--- src/hdl/stt_pkg.sv ---
// Shared types, codes and helpers for the station table tracker.
package stt_pkg;

  localparam int MAC_W     = 48;
  localparam int TIME_W    = 32;
  localparam int CNT_W     = 32;
  localparam int MCAST_BIT = 40;

  // Opcodes of the input channel
  localparam logic [1:0] OP_OBSERVE = 2'd0;
  localparam logic [1:0] OP_PURGE   = 2'd1;
  localparam logic [1:0] OP_CLEAR   = 2'd2;

  localparam logic [1:0] SRC_PROBE = 2'd1;

  // Configuration register indexes
  localparam int CFG_IDX_W = 1;
  localparam logic [CFG_IDX_W-1:0] REG_ACTIVE = 1'd0;
  localparam logic [CFG_IDX_W-1:0] REG_STALE  = 1'd1;

  localparam logic [TIME_W-1:0] ACTIVE_RST = 32'd10000;
  localparam logic [TIME_W-1:0] STALE_RST  = 32'd60000;

  // Item classes decided by the front end
  typedef logic [2:0] cls_t;
  localparam cls_t CLS_OBS   = 3'd0;
  localparam cls_t CLS_REJ   = 3'd1;
  localparam cls_t CLS_PURGE = 3'd2;
  localparam cls_t CLS_CLEAR = 3'd3;
  localparam cls_t CLS_NOP   = 3'd4;

  typedef struct packed {
    cls_t               cls;
    logic [MAC_W-1:0]   client_mac;
    logic [MAC_W-1:0]   ap_mac;
    logic               ap_ok;
    logic signed [7:0]  rssi;
    logic [1:0]         source;
    logic [7:0]         channel;
    logic [TIME_W-1:0]  now_ms;
  } item_t;

  // One table entry as held in the RAM
  typedef struct packed {
    logic [MAC_W-1:0]   client_addr;
    logic [MAC_W-1:0]   ap_addr;
    logic [TIME_W-1:0]  last_seen;
    logic [CNT_W-1:0]   packet_count;
    logic [CNT_W-1:0]   probe_count;
    logic signed [7:0]  rssi_ema;
    logic signed [7:0]  rssi_low;
    logic signed [7:0]  rssi_high;
    logic [7:0]         last_channel;
    logic [1:0]         last_source;
    logic               is_idle;
  } entry_t;

  // floor((3*old + sample) / 4)
  function automatic logic signed [7:0] ema_step(input logic signed [7:0] old_v,
                                                 input logic signed [7:0] sample);
    logic signed [10:0] o;
    logic signed [10:0] s;
    logic signed [10:0] v;
    o = 11'(old_v);
    s = 11'(sample);
    v = o * 11'sd3 + s;
    return v[9:2];
  endfunction

endpackage

--- src/hdl/stt_front.sv ---
// Front end: takes input transfers, classifies them and queues them.
module stt_front (
  input  logic                      clk,
  input  logic                      rst_n,
  input  logic                      in_valid,
  output logic                      in_stall,
  input  logic [1:0]                in_opcode,
  input  logic [stt_pkg::MAC_W-1:0] in_client_mac,
  input  logic [stt_pkg::MAC_W-1:0] in_ap_mac,
  input  logic                      in_ap_present,
  input  logic signed [7:0]         in_rssi,
  input  logic [1:0]                in_source,
  input  logic [7:0]                in_channel,
  input  logic [stt_pkg::TIME_W-1:0] in_now_ms,
  output logic                      q_valid,
  output stt_pkg::item_t            q_item,
  input  logic                      q_pop
);

  stt_pkg::item_t fifo_r [2];
  stt_pkg::item_t item;
  logic       wr_ptr_r, wr_ptr_nxt;
  logic       rd_ptr_r, rd_ptr_nxt;
  logic [1:0] count_r, count_nxt;
  logic       push;
  logic       mac_ok;

  // Classification
  assign mac_ok = (in_client_mac != '0) && !in_client_mac[stt_pkg::MCAST_BIT];

  always_comb begin
    item.client_mac = in_client_mac;
    item.ap_mac     = in_ap_mac;
    item.ap_ok      = in_ap_present && (in_ap_mac != '0) && (in_ap_mac != '1);
    item.rssi       = in_rssi;
    item.source     = in_source;
    item.channel    = in_channel;
    item.now_ms     = in_now_ms;
    unique case (in_opcode)
      stt_pkg::OP_OBSERVE: item.cls = mac_ok ? stt_pkg::CLS_OBS : stt_pkg::CLS_REJ;
      stt_pkg::OP_PURGE:   item.cls = stt_pkg::CLS_PURGE;
      stt_pkg::OP_CLEAR:   item.cls = stt_pkg::CLS_CLEAR;
      default:             item.cls = stt_pkg::CLS_NOP;
    endcase
  end

  // Two-entry queue
  assign in_stall = (count_r == 2'd2);
  assign push     = in_valid && !in_stall;
  assign q_valid  = (count_r != 2'd0);
  assign q_item   = fifo_r[rd_ptr_r];

  always_comb begin
    wr_ptr_nxt = wr_ptr_r ^ push;
    rd_ptr_nxt = rd_ptr_r ^ q_pop;
    count_nxt  = count_r + 2'(push) - 2'(q_pop);
  end

  always_ff @(posedge clk) begin
    if (!rst_n) begin
      wr_ptr_r <= 1'b0;
      rd_ptr_r <= 1'b0;
      count_r  <= 2'd0;
    end else begin
      wr_ptr_r <= wr_ptr_nxt;
      rd_ptr_r <= rd_ptr_nxt;
      count_r  <= count_nxt;
    end
  end

  always_ff @(posedge clk) begin
    if (push) begin
      fifo_r[wr_ptr_r] <= item;
    end
  end

endmodule

--- config.mk ---
export PLATFORM = sky130hd
export DESIGN_NAME = stt_front
export DESIGN_NICKNAME = d
export VERILOG_FILES = /design/src/hdl/stt_pkg.sv /design/src/hdl/stt_front.sv
export SDC_FILE = /design/constraint.sdc
export NUM_CORES = 1
export LEC_CHECK = 0
export ABC_CLOCK_PERIOD_IN_PS = 8700
export BUFFER_PORTS_ARGS = -buffer_cell sky130_fd_sc_hd__clkbuf_2
export CAP_MARGIN = 20
export CORE_MARGIN = 8
export CORE_UTILIZATION = 52
export CTS_CLUSTER_DIAMETER = 30
export DETAILED_ROUTE_END_ITERATION = 10
export PLACE_DENSITY = 0.79
export RECOVER_POWER = 50
export SLEW_MARGIN = 10
export SYNTH_ARGS = -nofsm -noshare
export SYNTH_HDL_FRONTEND = slang
export SYNTH_SLANG_ARGS = --single-unit
--- constraint.sdc ---
create_clock -name clk -period 8.7 [get_ports clk]
set_input_delay 0.87 -clock clk [delete_from_list [all_inputs] [get_ports clk]]
set_output_delay 0.87 -clock clk [all_outputs]
set_load 0.02 [all_outputs]
# After elaboration in Yosys (flattened, before gate mapping)
# Memories as Yosys holds them, arrays and structs flattened. A register that Yosys moved wholly into a read port is not among the register bits.
# Cells that the tools add are included.
dict set report totals {
  out_inout_bits 152
  ram_bits 300
  elab_cells 27
  reg_bits 4
  memories 1
}
# name words width rd rd_ports_with_merged_regs write_ports line
set memory_table {}
lappend memory_table {fifo_r 2 150 1 1 1 stt_front.sv:20} ;# stt_pkg::item_t fifo_r [2];
dict set report op_classes {
  n_bitwise 2
  muxes 5
  n_addsub 2
  n_reduce_logical 10
  n_eq_ne 4
}
# operator n
set op_table {}
lappend op_table {{$reduce_bool A48 Y1} 2}
lappend op_table {{$ne A48 B48 Y1 const B} 1}
lappend op_table {{$pmux W3 S3} 1}
lappend op_table {{$eq A2 B2 Y1 const B} 2}
lappend op_table {{$logic_and A1 B1 Y1} 4}
lappend op_table {{$mux W1} 4}
lappend op_table {{$add A2 B1 Y2} 1}
lappend op_table {{$eq A2 B1 Y1 const B} 1}
lappend op_table {{$logic_not A1 Y1} 2}
lappend op_table {{$logic_not A2 Y1} 1}
lappend op_table {{$reduce_bool A2 Y1} 1}
lappend op_table {{$sub A2 B1 Y2} 1}
lappend op_table {{$xor A1 B1 Y1} 2}

# Longest topological paths before layout
# Gate-level depths: netlist of the first run.
dict set report logic_depth {
  ltp_word 5
  depth_mapped 8
}

# Worst setup path after synthesis of the first run
# No wires, ideal clock.
dict set report synth_timing {
  kind {input to register}
  startpoint {input port in_valid}
  endpoint {memory fifo_r[1][0] (netlist bit) (enable)}
  n_path_buf 0
  arrival_ns 4.489
  setup_ns 0.528
  required_time_ns 8.172
  cell_stages 3
  setup_slack_ns 3.683
  cell_sequence {nand2_1 -> inv_1 -> ha_1}
}
dict set report synth_between {
  elab_chain_len 3
}
# item line
set synth_lines {}
lappend synth_lines {{start: declaration} stt_front.sv:5} ;# input logic in_valid,
lappend synth_lines {{$logic_and A1 B1 Y1} stt_front.sv:49} ;# assign push = in_valid && !in_stall;
lappend synth_lines {{$mux W1} stt_front.sv:72} ;# if (push) begin
lappend synth_lines {{$mux W1 (not written as such)} stt_front.sv:73} ;# fifo_r[wr_ptr_r] <= item;
lappend synth_lines {{end: declaration} stt_front.sv:20}
# Every way passes these cells.

# Worst setup path in the final report of the first run
dict set report layout_timing {
  startpoint {register count_r[0]}
  endpoint {memory fifo_r[1][1] (netlist bit) (enable)}
}
dict set report layout_between {
  elab_chain_len 5
}
# item line
set layout_lines {}
lappend layout_lines {{start: declaration} stt_front.sv:24} ;# logic [1:0] count_r, count_nxt;
lappend layout_lines {{start signal: assignment} stt_front.sv:67} ;# count_r <= count_nxt;
lappend layout_lines {{$eq A2 B2 Y1} stt_front.sv:48} ;# assign in_stall = (count_r == 2'd2);
lappend layout_lines {{$logic_not A1 Y1} stt_front.sv:49}
lappend layout_lines {{$logic_and A1 B1 Y1} stt_front.sv:49}
lappend layout_lines {{$mux W1} stt_front.sv:72}
lappend layout_lines {{$mux W1 (not written as such)} stt_front.sv:73}
# Every way passes these cells.

==> summary.txt, run 1 <==
Run status
  – Status: finished, violations left
  – Violated checks: max-capacitance violations, max-slew violations

Floorplanning
  – Die Wd: 167 um
  – Core area: 22500 um2
  – Initial core utilization: 52.6%
  – Die area: 27800 um2
  – Cell Rows: 55
  – Die Ht: 167 um
  – IO Pins: 305

Clock tree
  – Worst skew pair latency: about 0.53 ns
  – Postcts setup bufs: 0
  – CTS Hold Bufs: 0
  – Clock buffer depth: 3
  – # H-tree levels: 2
  – Clock slew at reported path FFs: 0.05 ns
  – CTS buffer count: 51
  – Clock sinks: roughly 310
  – Gates resized, CTS repair: 0
  – Root Buffer: clkbuf_16
  – CTS tree: yes

Finish
  – Post-route cell area: around 15000 um2
  – Fillers: 1545
  – Number of antenna diodes: 0
  – Layout cells sized above 1: 44.0%
  – Layout Area Growth over Synthesis: 28.2%
  – Fin nets: 1051

Routing
  – Post-detailed-route wirelength per cell: 21.2 um
  – Via-to-Cell Ratio: 5.30
  – DR pass1 iterations: 5
  – ANT nets after route: 0
  – Post-route DRC violation count: 0
  – Routed vias: ~6500
  – Initial DRC Count: just over 400
  – Routed wire length: 25700 um

Worst setup path
  – Critical path arrival: 5.67 ns
  – Worst r2r path cells: 6
  – Crit-path max FO: 71
  – Reg2reg end: fifo_r[1][1]$_DFFE_PP_
  – Reg2Reg Setup Slack: 3.18 ns
  – Reg2reg start: count_r[0]$_SDFF_PN0_
  – Critical path class: flip-flop to flip-flop
  – Startpoint types: flip-flop
  – CP Capture Type: flip-flop
  – WP data required: 8.85 ns

Yosys
  – Top_reg_cell synth: edfxtp_1
  – Yosys top cell area share: 76.2%
  – Sequential area share after synthesis: 77.0%
  – Yosys reg bits: 305
  – Count leader, synth: edfxtp_1
  – Yosys cell types: 24
  – Largest cells by area after synthesis: edfxtp_1 76%, mux2_4 13%, mux2_2 4.8%
  – EDFF count, synth: 300
  – Most frequent cells after synthesis: 300 x edfxtp_1, 100 x mux2_4, 50 x mux2_2
  – Synth Area per Inst: between 20 and 25 um2
  – Syn_nets: around 710
  – Synth area leader: edfxtp_1
  – Post-Synthesis Cells: roughly 550
  – Synth async-reset ratio: 0%
  – Post-Syn Area: 11800 um2
  – Ys Warns: 0

Global route
  – Initial antenna violation count: 1
  – First-pass GRT wire length: 38800 um
  – Vias in the first global route: 7064
  – Largest net degree at the start of global routing: 72
  – Overall routing resource usage: 17.8%
  – GRT overflow: 0

STA
  – Setup violators final: 0
  – Skew final: around 0.013 ns
  – Final min period: 5.52 ns
  – Slew @ Worst Pin: 3.69 ns
  – RSZ-0062 raised after global routing: no
  – Hold Fails Final Rpt: 0
  – WHS: 0.527 ns
  – Worst setup margin: 3.18 ns
  – Final worst-path cycle share: 63.5%
  – Max-slew headroom: -146%
  – Max-slew violation count: 131
  – Setup TNS: 0 ns
  – Fmax: 181 MHz

Worst hold path
  – HP Start: in_now_ms[18]
  – Hold depth: 1
  – Hold WC Path Type: primary input to flip-flop
  – Hold Path End: fifo_r[0][18]$_DFFE_PP_

Power and ir drop
  – Leakage: between 5 and 6 nW
  – Maximum VDD drop: 0.239 mV
  – PD cells: approximately 310 nW/um2
  – Total power: 4.77 mW

Job
  – Total of max-cap violations: 2

Placed design
  – Routability cong.: roughly 0.8
  – Post-DP HPWL: approximately 17000 um
  – Setup slack at placement: 5.12 ns
  – Placed Area: 13600 um2
  – IO Port Bufs: 304
-- how the worst max path moves through the flow --
stage,from,endpoint,slack [ns],cells past startpoint
after floorplan,in_valid,fifo_r[1][0]$_DFFE_PP_,3.68,3
after global placement,in_valid,fifo_r[1][94]$_DFFE_PP_,5.15,6
after detailed placement,in_valid,fifo_r[0][76]$_DFFE_PP_,5.12,6
after CTS,flip-flop,q_item[97],5.05,3
after global routing,count_r[0]$_SDFF_PN0_,fifo_r[1][14]$_DFFE_PP_,2.71,6
final,count_r[0]$_SDFF_PN0_,fifo_r[1][1]$_DFFE_PP_,3.18,6
-- layout make-up --
cell class              instances  area [um2]  share of cell area, %
clock inverters                38         463                   3.05
well taps                     285         357                   2.35
clock buffers                  55        1290                   8.51
repair buffers                310        1390                   9.17
flip-flops and latches        305        9110                   60.1
multi-input cells             218        2530                   16.7
inverters                       6        22.5                  0.148
-- logic make-up (layout without fill, tap and decap cells) --
logic type / Yosys count / count (layout) / synth area share (%)
AND/OR/NAND/NOR: 55 / 55 / 2.86
buffers and inverters: 23 / 409 / 1.58
flip-flops: 305 / 305 / 77.0
XOR/XNOR: 3 / 3 / 0.222
adder cells (fa/ha/maj): 6 / 6 / 0.635
multiplexers: 150 / 150 / 17.5
AO/OA/AOI/OAI: 4 / 4 / 0.233
-- metal layers --
layer  track usage [%]  part of all wire [%]  vias up
met1              19.1                    37     3178
li1                  -                     -     2934
met4              8.19                   3.5        2
met3              6.26                   7.8       68
met2              31.2                    51      269
met5                 0                 0.050        -
-- state kept, by name, indices dropped and copies added (netlist names), named ones only --
signal / flops
count_r: 2
rd_ptr_r: 1
wr_ptr_r: 1
fifo_r: 300
-- per-stage QoR --
step / std cells / util [%]
finish: 1217 / 67.4
global route: 1217 / 67.4
floorplan: 546 / -
detailed placement: 1124 / 60.5
global placement: 1124 / 60.5
CTS: 1217 / 68.3
-- worst max-delay path, cell delays in order (launching register included) --
cell,delay (ns)
dfxtp_1,0.35
nand2b_1,0.13
nand2_1,0.08
inv_1,0.09
ha_1,0.66
clkbuf_1,2.61
buf_4,1.04
-- cells in the final DEF, fill, tap and decap left out, drive strengths merged --
| cell type | instances |
|---|---|
| clkinvlp | 6 |
| or2 | 1 |
| ha | 6 |
| clkbuf | 361 |
| o31ai | 1 |
| nand2b | 1 |
| dfxtp | 5 |
| nor3 | 1 |
| inv | 12 |
| nand4 | 18 |
| xor2 | 1 |
| o31a | 1 |
| buf | 4 |
| nand2 | 1 |
| mux2 | 150 |
| a21oi | 1 |
| xnor2 | 2 |
| a31oi | 1 |
| nor2b | 1 |
| edfxtp | 300 |
| nor2 | 1 |
| clkinv | 17 |
| and2 | 4 |
| nor4 | 27 |
| bufinv | 9 |
-- power by group --
group / total (mW) / internal [mW] / leakage (nW) / switching [mW]
logic: 0.799 / 0.299 / 1.96 / 0.500
clock network: 2.01 / 1.34 / 0.846 / 0.668
registers: 1.96 / 1.90 / 2.84 / 0.0586
total: 4.77 / 3.55 / 5.64 / 1.23
Note: power is estimated with default switching activity, not from simulation.
==> run 2: changes to the inputs <==
--- a/config.mk
+++ b/config.mk
@@ -5,7 +5,7 @@
 export SDC_FILE = /design/constraint.sdc
 export NUM_CORES = 1
 export LEC_CHECK = 0
-export ABC_CLOCK_PERIOD_IN_PS = 8700
+export ABC_CLOCK_PERIOD_IN_PS = 5450
 export BUFFER_PORTS_ARGS = -buffer_cell sky130_fd_sc_hd__clkbuf_2
 export CAP_MARGIN = 20
 export CORE_MARGIN = 8
==> constraint.sdc (replaced) <==
create_clock -name clk -period 5.45 [get_ports clk]
set_input_delay 0.545 -clock clk [delete_from_list [all_inputs] [get_ports clk]]
set_output_delay 0.545 -clock clk [all_outputs]
set_load 0.02 [all_outputs]
==> summary.txt, run 2 (synthesized netlist as in run 1, its figures left out) <==
Routing
  – Routed wire length: 25100 um
  – ANT nets after route: 0
  – WL met1: 9590 um
  – DR pass1 iterations: 5
  – Post-route DRC violation count: 0
  – Max layer used: met5
  – Routed vias: 6362
  – Post-detailed-route wirelength per cell: just over 20 um
  – Via-to-Cell Ratio: 5.24
  – Met3 wire length: 2040 um
  – Met2 Wirelength: 12700 um
  – Initial DRC Count: 414

Clock tree
  – CTS tree: yes
  – Clock sinks: 305
  – Gates resized, CTS repair: 0
  – CTS Hold Bufs: 0
  – Postcts setup bufs: 0
  – Clock buffer depth: 3
  – # H-tree levels: 2
  – Clock slew at reported path FFs: about 0.05 ns
  – CTS buffer count: roughly 50
  – Worst skew pair latency: 0.53 ns
  – Root Buffer: clkbuf_16

Finish
  – Commonest non-fill, non-tap cell in the layout: edfxtp_1
  – Largest regs: fifo_r (300), count_r (2)
  – Layout Area Growth over Synthesis: 28.7%
  – Fin nets: 1049
  – Final core utilization: about two thirds
  – Number of antenna diodes: 0
  – Post-route insts no fill: 1215
  – Post-route cell area: 15200 um2
  – Largest register FFs: 300
  – Most flops, register: fifo_r
  – Layout cells sized above 1: 44.3%
  – Most frequent cells in the layout: 300 x edfxtp_1, 173 x clkbuf_2, 138 x clkbuf_1

Placed design
  – Post-DP HPWL: 16800 um
  – Placed Area: 13600 um2
  – Placed cell count: 1122
  – IO Port Bufs: 304
  – Routability cong.: 0.775

Power and ir drop
  – Leakage: about 5.7 nW
  – Combinational share of power: 16.8%
  – Sw Pwr: roughly 1.9 mW
  – Flop pwr share: 41.1%
  – Pint: 5.67 mW
  – Total power: 7.60 mW
  – PD cells: roughly 500 nW/um2
  – Maximum VDD drop: 0.299 mV
  – Switching part of the total: 25.4%
  – Clock power share: between 40 and 50%

STA
  – Hold Fails Final Rpt: 0
  – Final worst-path cycle share: 59.1%
  – Max-slew violation count: 0
  – Final min period: 3.22 ns
  – Skew final: between 0.009 and 0.01 ns
  – Setup TNS: 0 ns
  – Slew @ Worst Pin: between 1 and 1.5 ns
  – Fmax: 310 MHz
  – RSZ-0062 raised after global routing: no
  – Setup violators final: 0
  – Max-slew headroom: between 20% and 30%

Worst setup path
  – CP Capture Type: output pin
  – Critical path class: flip-flop to output pin
  – WP data required: between 4 and 5 ns
  – Startpoint types: flip-flop
  – Crit-path max FO: 85
  – Critical path arrival: ~2.7 ns

Global route
  – Initial antenna violation count: 2
  – First-pass GRT wire length: 38000 um
  – GRT overflow: 0
  – Overall routing resource usage: between 15 and 20%
  – Vias in the first global route: between 6000 and 7000
  – Largest net degree at the start of global routing: 86

Job
  – Total of max-cap violations: 0

Floorplanning
  – Die area: ~28000 um2
  – IO Pins: 305
  – Cell Rows: 55
  – Die Wd: 167 um
  – Initial core utilization: 52.6%
  – Die Ht: about 170 um
  – Core area: 22500 um2

Run status
  – Status: finished clean

Worst hold path
  – Hold WC Path Type: primary input to flip-flop
-- run 2: changes by cell type in the layout (fill, tap and decap cells not counted) --
cell,before,now
clkbuf_1,141,138
ha_4,0,2
clkbuf_2,169,173
clkbuf_8,0,1
clkinvlp_4,6,4
inv_6,6,4
clkinv_2,9,8
ha_1,6,4
buf_4,4,1
clkinv_1,4,5
buf_12,0,3
-- run 2: worst max-delay path: stages (launching register included) --
cell	delay [ns]
dfxtp_4	0.99
buf_12	0.51
mux2_4	0.36
clkbuf_2	0.16
-- run 2: metal layers --
metal / global-route usage (%) / up-vias
met4: 7.09 / 4
met3: 6.24 / 51
met5: 0 / -
met2: 29.8 / 280
li1: - / 2914
met1: 19.7 / 3113
-- run 2: per-stage QoR --
stage	hold slack [ns]	setup slack (ns)
after global placement	0.557	2.70
after CTS	0.179	2.13
after detailed placement	0.586	2.70
after global routing	0.185	2.08
after floorplan	0.534	0.758
final	0.204	2.23
-- run 2: power groups by stage --
| stage | registers, mW | logic (mW) | clock network, mW |
|---|---|---|---|
| after floorplan | 3.17 | 0.879 | 0 |
| after global placement | 3.15 | 1.29 | 0 |
| after detailed placement | 3.17 | 1.31 | 0 |
| after CTS | 3.13 | 1.31 | 3.25 |
| after global routing | 3.15 | 1.36 | 3.35 |
| final | 3.12 | 1.28 | 3.20 |
-- run 2: worst paths after layout --
check,start,endpoint,slack (ns),depth (start not counted)
hold / removal,in_source[0],fifo_r[1][40]$_DFFE_PP_,0.20,1
hold reg to reg,rd_ptr_r$_SDFF_PN0_,rd_ptr_r$_SDFF_PN0_,0.59,2
setup / recovery,flip-flop,q_item[92],2.23,3
setup reg to reg,count_r[0]$_SDFF_PN0_,fifo_r[0][143]$_DFFE_PP_,3.02,5
-- run 2: final cells by class --
class,instances,area (um2)
clock buffers,59,1320
well taps,285,357
flip-flops and latches,305,9110
fillers,1520,7280
multi-input cells,218,2560
repair buffers,308,1430
inverters,6,22.5
clock inverters,34,429
==> run 3: changes to the inputs <==
--- a/config.mk
+++ b/config.mk
@@ -5,14 +5,15 @@
 export SDC_FILE = /design/constraint.sdc
 export NUM_CORES = 1
 export LEC_CHECK = 0
-export ABC_CLOCK_PERIOD_IN_PS = 5450
+export ABC_AREA = 1
+export ABC_CLOCK_PERIOD_IN_PS = 2900
 export BUFFER_PORTS_ARGS = -buffer_cell sky130_fd_sc_hd__clkbuf_2
 export CAP_MARGIN = 20
 export CORE_MARGIN = 8
-export CORE_UTILIZATION = 52
+export CORE_UTILIZATION = 48
 export CTS_CLUSTER_DIAMETER = 30
 export DETAILED_ROUTE_END_ITERATION = 10
-export PLACE_DENSITY = 0.79
+export PLACE_DENSITY = 0.76
 export RECOVER_POWER = 50
 export SLEW_MARGIN = 10
 export SYNTH_ARGS = -nofsm -noshare
==> constraint.sdc (replaced) <==
create_clock -name clk -period 2.9 [get_ports clk]
set_input_delay 0.29 -clock clk [delete_from_list [all_inputs] [get_ports clk]]
set_output_delay 0.29 -clock clk [all_outputs]
set_load 0.02 [all_outputs]
==> summary.txt, run 3 <==
Run status
  – Status: finished clean

Finish
  – Multi-input gate area in the final layout: 2690 um2
  – Commonest non-fill, non-tap cell in the layout: edfxtp_1
  – Layout Area Growth over Synthesis: 43.7%
  – Layout cells sized above 1: 36.6%
  – Largest register FFs: 300
  – Largest regs: fifo_r (300), count_r (2)
  – Most flops, register: fifo_r
  – Most frequent cells in the layout: 300 x edfxtp_1, 168 x clkbuf_2, 146 x dlygate4sd3_1
  – Fin nets: between 1000 and 1500
  – Final core utilization: between 60% and 70%
  – Register Area: just over 9000 um2
  – Fillers: 1599

Clock tree
  – Gates resized, CTS repair: 0
  – CTS tree: yes
  – # H-tree levels: 2
  – CTS buffer count: 53
  – Clock sinks: 305
  – Clock buffer depth: 3
  – Clock slew at reported path FFs: 0.05 ns
  – Root Buffer: clkbuf_16
  – Worst skew pair latency: 0.53 ns

Worst hold path
  – HP Start: q_pop
  – Hold WC Path Type: primary input to flip-flop

STA
  – Max-slew headroom: between 10% and 20%
  – RSZ-0062 raised after global routing: no
  – Fmax: 390 MHz
  – Hold Fails Final Rpt: 0
  – Final min period: between 2 and 3 ns
  – Setup violators final: 0
  – Slew @ Worst Pin: 1.23 ns
  – Max-slew violation count: 0
  – Skew final: 0.0167 ns
  – Setup TNS: 0 ns
  – Final worst-path cycle share: about 90%

Floorplanning
  – Initial core utilization: 48.3%
  – IO Pins: 305
  – Cell Rows: 58
  – Die Wd: 174 um
  – Core area: 24900 um2
  – Die Ht: 174 um
  – Die area: 30400 um2

Worst setup path
  – Setup crit start: count_r[1]$_SDFF_PN0_
  – Critical Path, Cell by Cell: inv_1 > o21ai_0 > inv_1 > ha_1 > clkbuf_4
  – CP Capture Type: flip-flop
  – Crit path buf inv count: 3
  – Startpoint types: flip-flop
  – Reg2reg start: count_r[1]$_SDFF_PN0_
  – Critical path arrival: 2.70 ns
  – Kind of cell adding the most delay to the critical path: buffers and inverters
  – Slowest-stage cell, CP: clkbuf_4
  – WP data required: 3.04 ns
  – Crit-path max FO: 75
  – Cell mode on critical path: inv_1
  – Crit path largest cell delay: 0.96 ns
  – Critical path class: flip-flop to flip-flop

Yosys
  – Sequential area share after synthesis: 75.7%
  – Largest cells by area after synthesis: edfxtp_1 75%, mux2_4 12%, mux2_2 4.7%
  – Synth area leader: edfxtp_1
  – Ys Warns: 0
  – Synth Area per Inst: 19.1 um2
  – Count leader, synth: edfxtp_1
  – Most frequent cells after synthesis: 300 x edfxtp_1, 100 x mux2_4, 64 x nor2_1
  – EDFF count, synth: 300
  – Yosys reg bits: 305
  – Yosys cell types: 19
  – Post-Syn Area: between 10000 and 15000 um2
  – Post-Synthesis Cells: 630
  – Syn_nets: 789
  – Synth async-reset ratio: 0%
  – Yosys top cell area share: about 75%
  – Top_reg_cell synth: edfxtp_1

Job
  – Total of max-cap violations: 0

Routing
  – Max layer used: met4
  – Routed wire length: 30500 um
  – Routed vias: approximately 7500
  – Met2 Wirelength: 15700 um
  – Met3 wire length: 2380 um
  – WL met1: 11500 um
  – Post-route DRC violation count: 0
  – DR pass1 iterations: 7
  – Initial DRC Count: 431
  – Post-detailed-route wirelength per cell: 20.2 um
  – ANT nets after route: 0
  – Via-to-Cell Ratio: 4.98

Global route
  – Largest net degree at the start of global routing: 76
  – GRT overflow: 0
  – Vias in the first global route: 8402
  – Overall routing resource usage: 19.6%
  – First-pass GRT wire length: 47000 um
  – Initial antenna violation count: 1

Power and ir drop
  – PD cells: around 840 nW/um2
  – Leakage: 6.64 nW
  – Maximum VDD drop: 0.643 mV

Placed design
  – Post-DP HPWL: 18400 um
  – Routability cong.: 0.738
  – IO Port Bufs: 304
[run 3: cell type report]
| cell class | instances | share of cell area (%) |
|---|---|---|
| Multi-Input combinational cell | 289 | 15.6 |
| Clock inverter | 39 | 3.46 |
| Antenna cell | 1 | 0.0145 |
| Tap cell | 330 | 2.39 |
| Inverter | 19 | 0.412 |
| Sequential cell | 305 | 52.7 |
| Timing Repair Buffer | 469 | 17.5 |
| Clock buffer | 60 | 7.94 |
[run 3: tightest hold or removal path: stages]
cell,delay [ns]
clkbuf_2,0.12
xnor2_1,0.08
nor2_1,0.07
[run 3: through the flow]
| step | cell area (um2) | instances | setup WS (ns) | hold WS, ns | total power [mW] |
|---|---|---|---|---|---|
| final | 17300 | 1512 | 0.337 | 0.0639 | 14.6 |
| after global routing | 17300 | 1512 | 0.206 | 0.0826 | 15.0 |
| after CTS | 17500 | 1511 | 0.368 | 0.00293 | 14.7 |
| after detailed placement | 14100 | 1266 | 0.871 | 0.483 | 7.74 |
| after global placement | 14100 | 1266 | 0.971 | 0.480 | 7.69 |
| after floorplan | 12000 | 630 | -0.0466 | 0.383 | 6.96 |
[run 3: path summary, 6_finish.rpt]
kind | to | slack (ns) | cells after the start
worst max-delay path | fifo_r[1][49]$_DFFE_PP_ | 0.34 | 5
worst min-delay path | flip-flop | 0.06 | 3
worst max register to register | fifo_r[1][49]$_DFFE_PP_ | 0.34 | 5
worst min register to register | flip-flop | 0.52 | 2
[run 3: kinds of logic after synthesis]
kind of cell,share of synthesized area [%]
compound gates,0.125
buf+inv,1.96
flops,75.7
simple gates,4.28
fa+ha+maj,0.624
mux,17.2
xor+xnor,0.146
[run 3: timing repair]
| item | CTS | global route |
|---|---|---|
| hold endpoints to repair | 291 | 0 |
| endpoints found under the setup margin | 0 | 0 |
| hold buffers | 146 | 0 |
| setup buffers | 0 | 0 |
[run 3: metal layers]
| metal | GRT usage (%) | vias to the layer above |
|---|---|---|
| met2 | 35.0 | 355 |
| met5 | 0 | - |
| li1 | - | 3422 |
| met3 | 5.92 | 74 |
| met1 | 21.7 | 3678 |
| met4 | 7.02 | 0 |
[run 3: where the power goes]
part	internal (mW)	switching [mW]	total, mW
Clock	4.60	2.15	6.75
Sequential	5.43	0.154	5.59
Combinational	0.936	1.28	2.22
Total	11.0	3.58	14.6
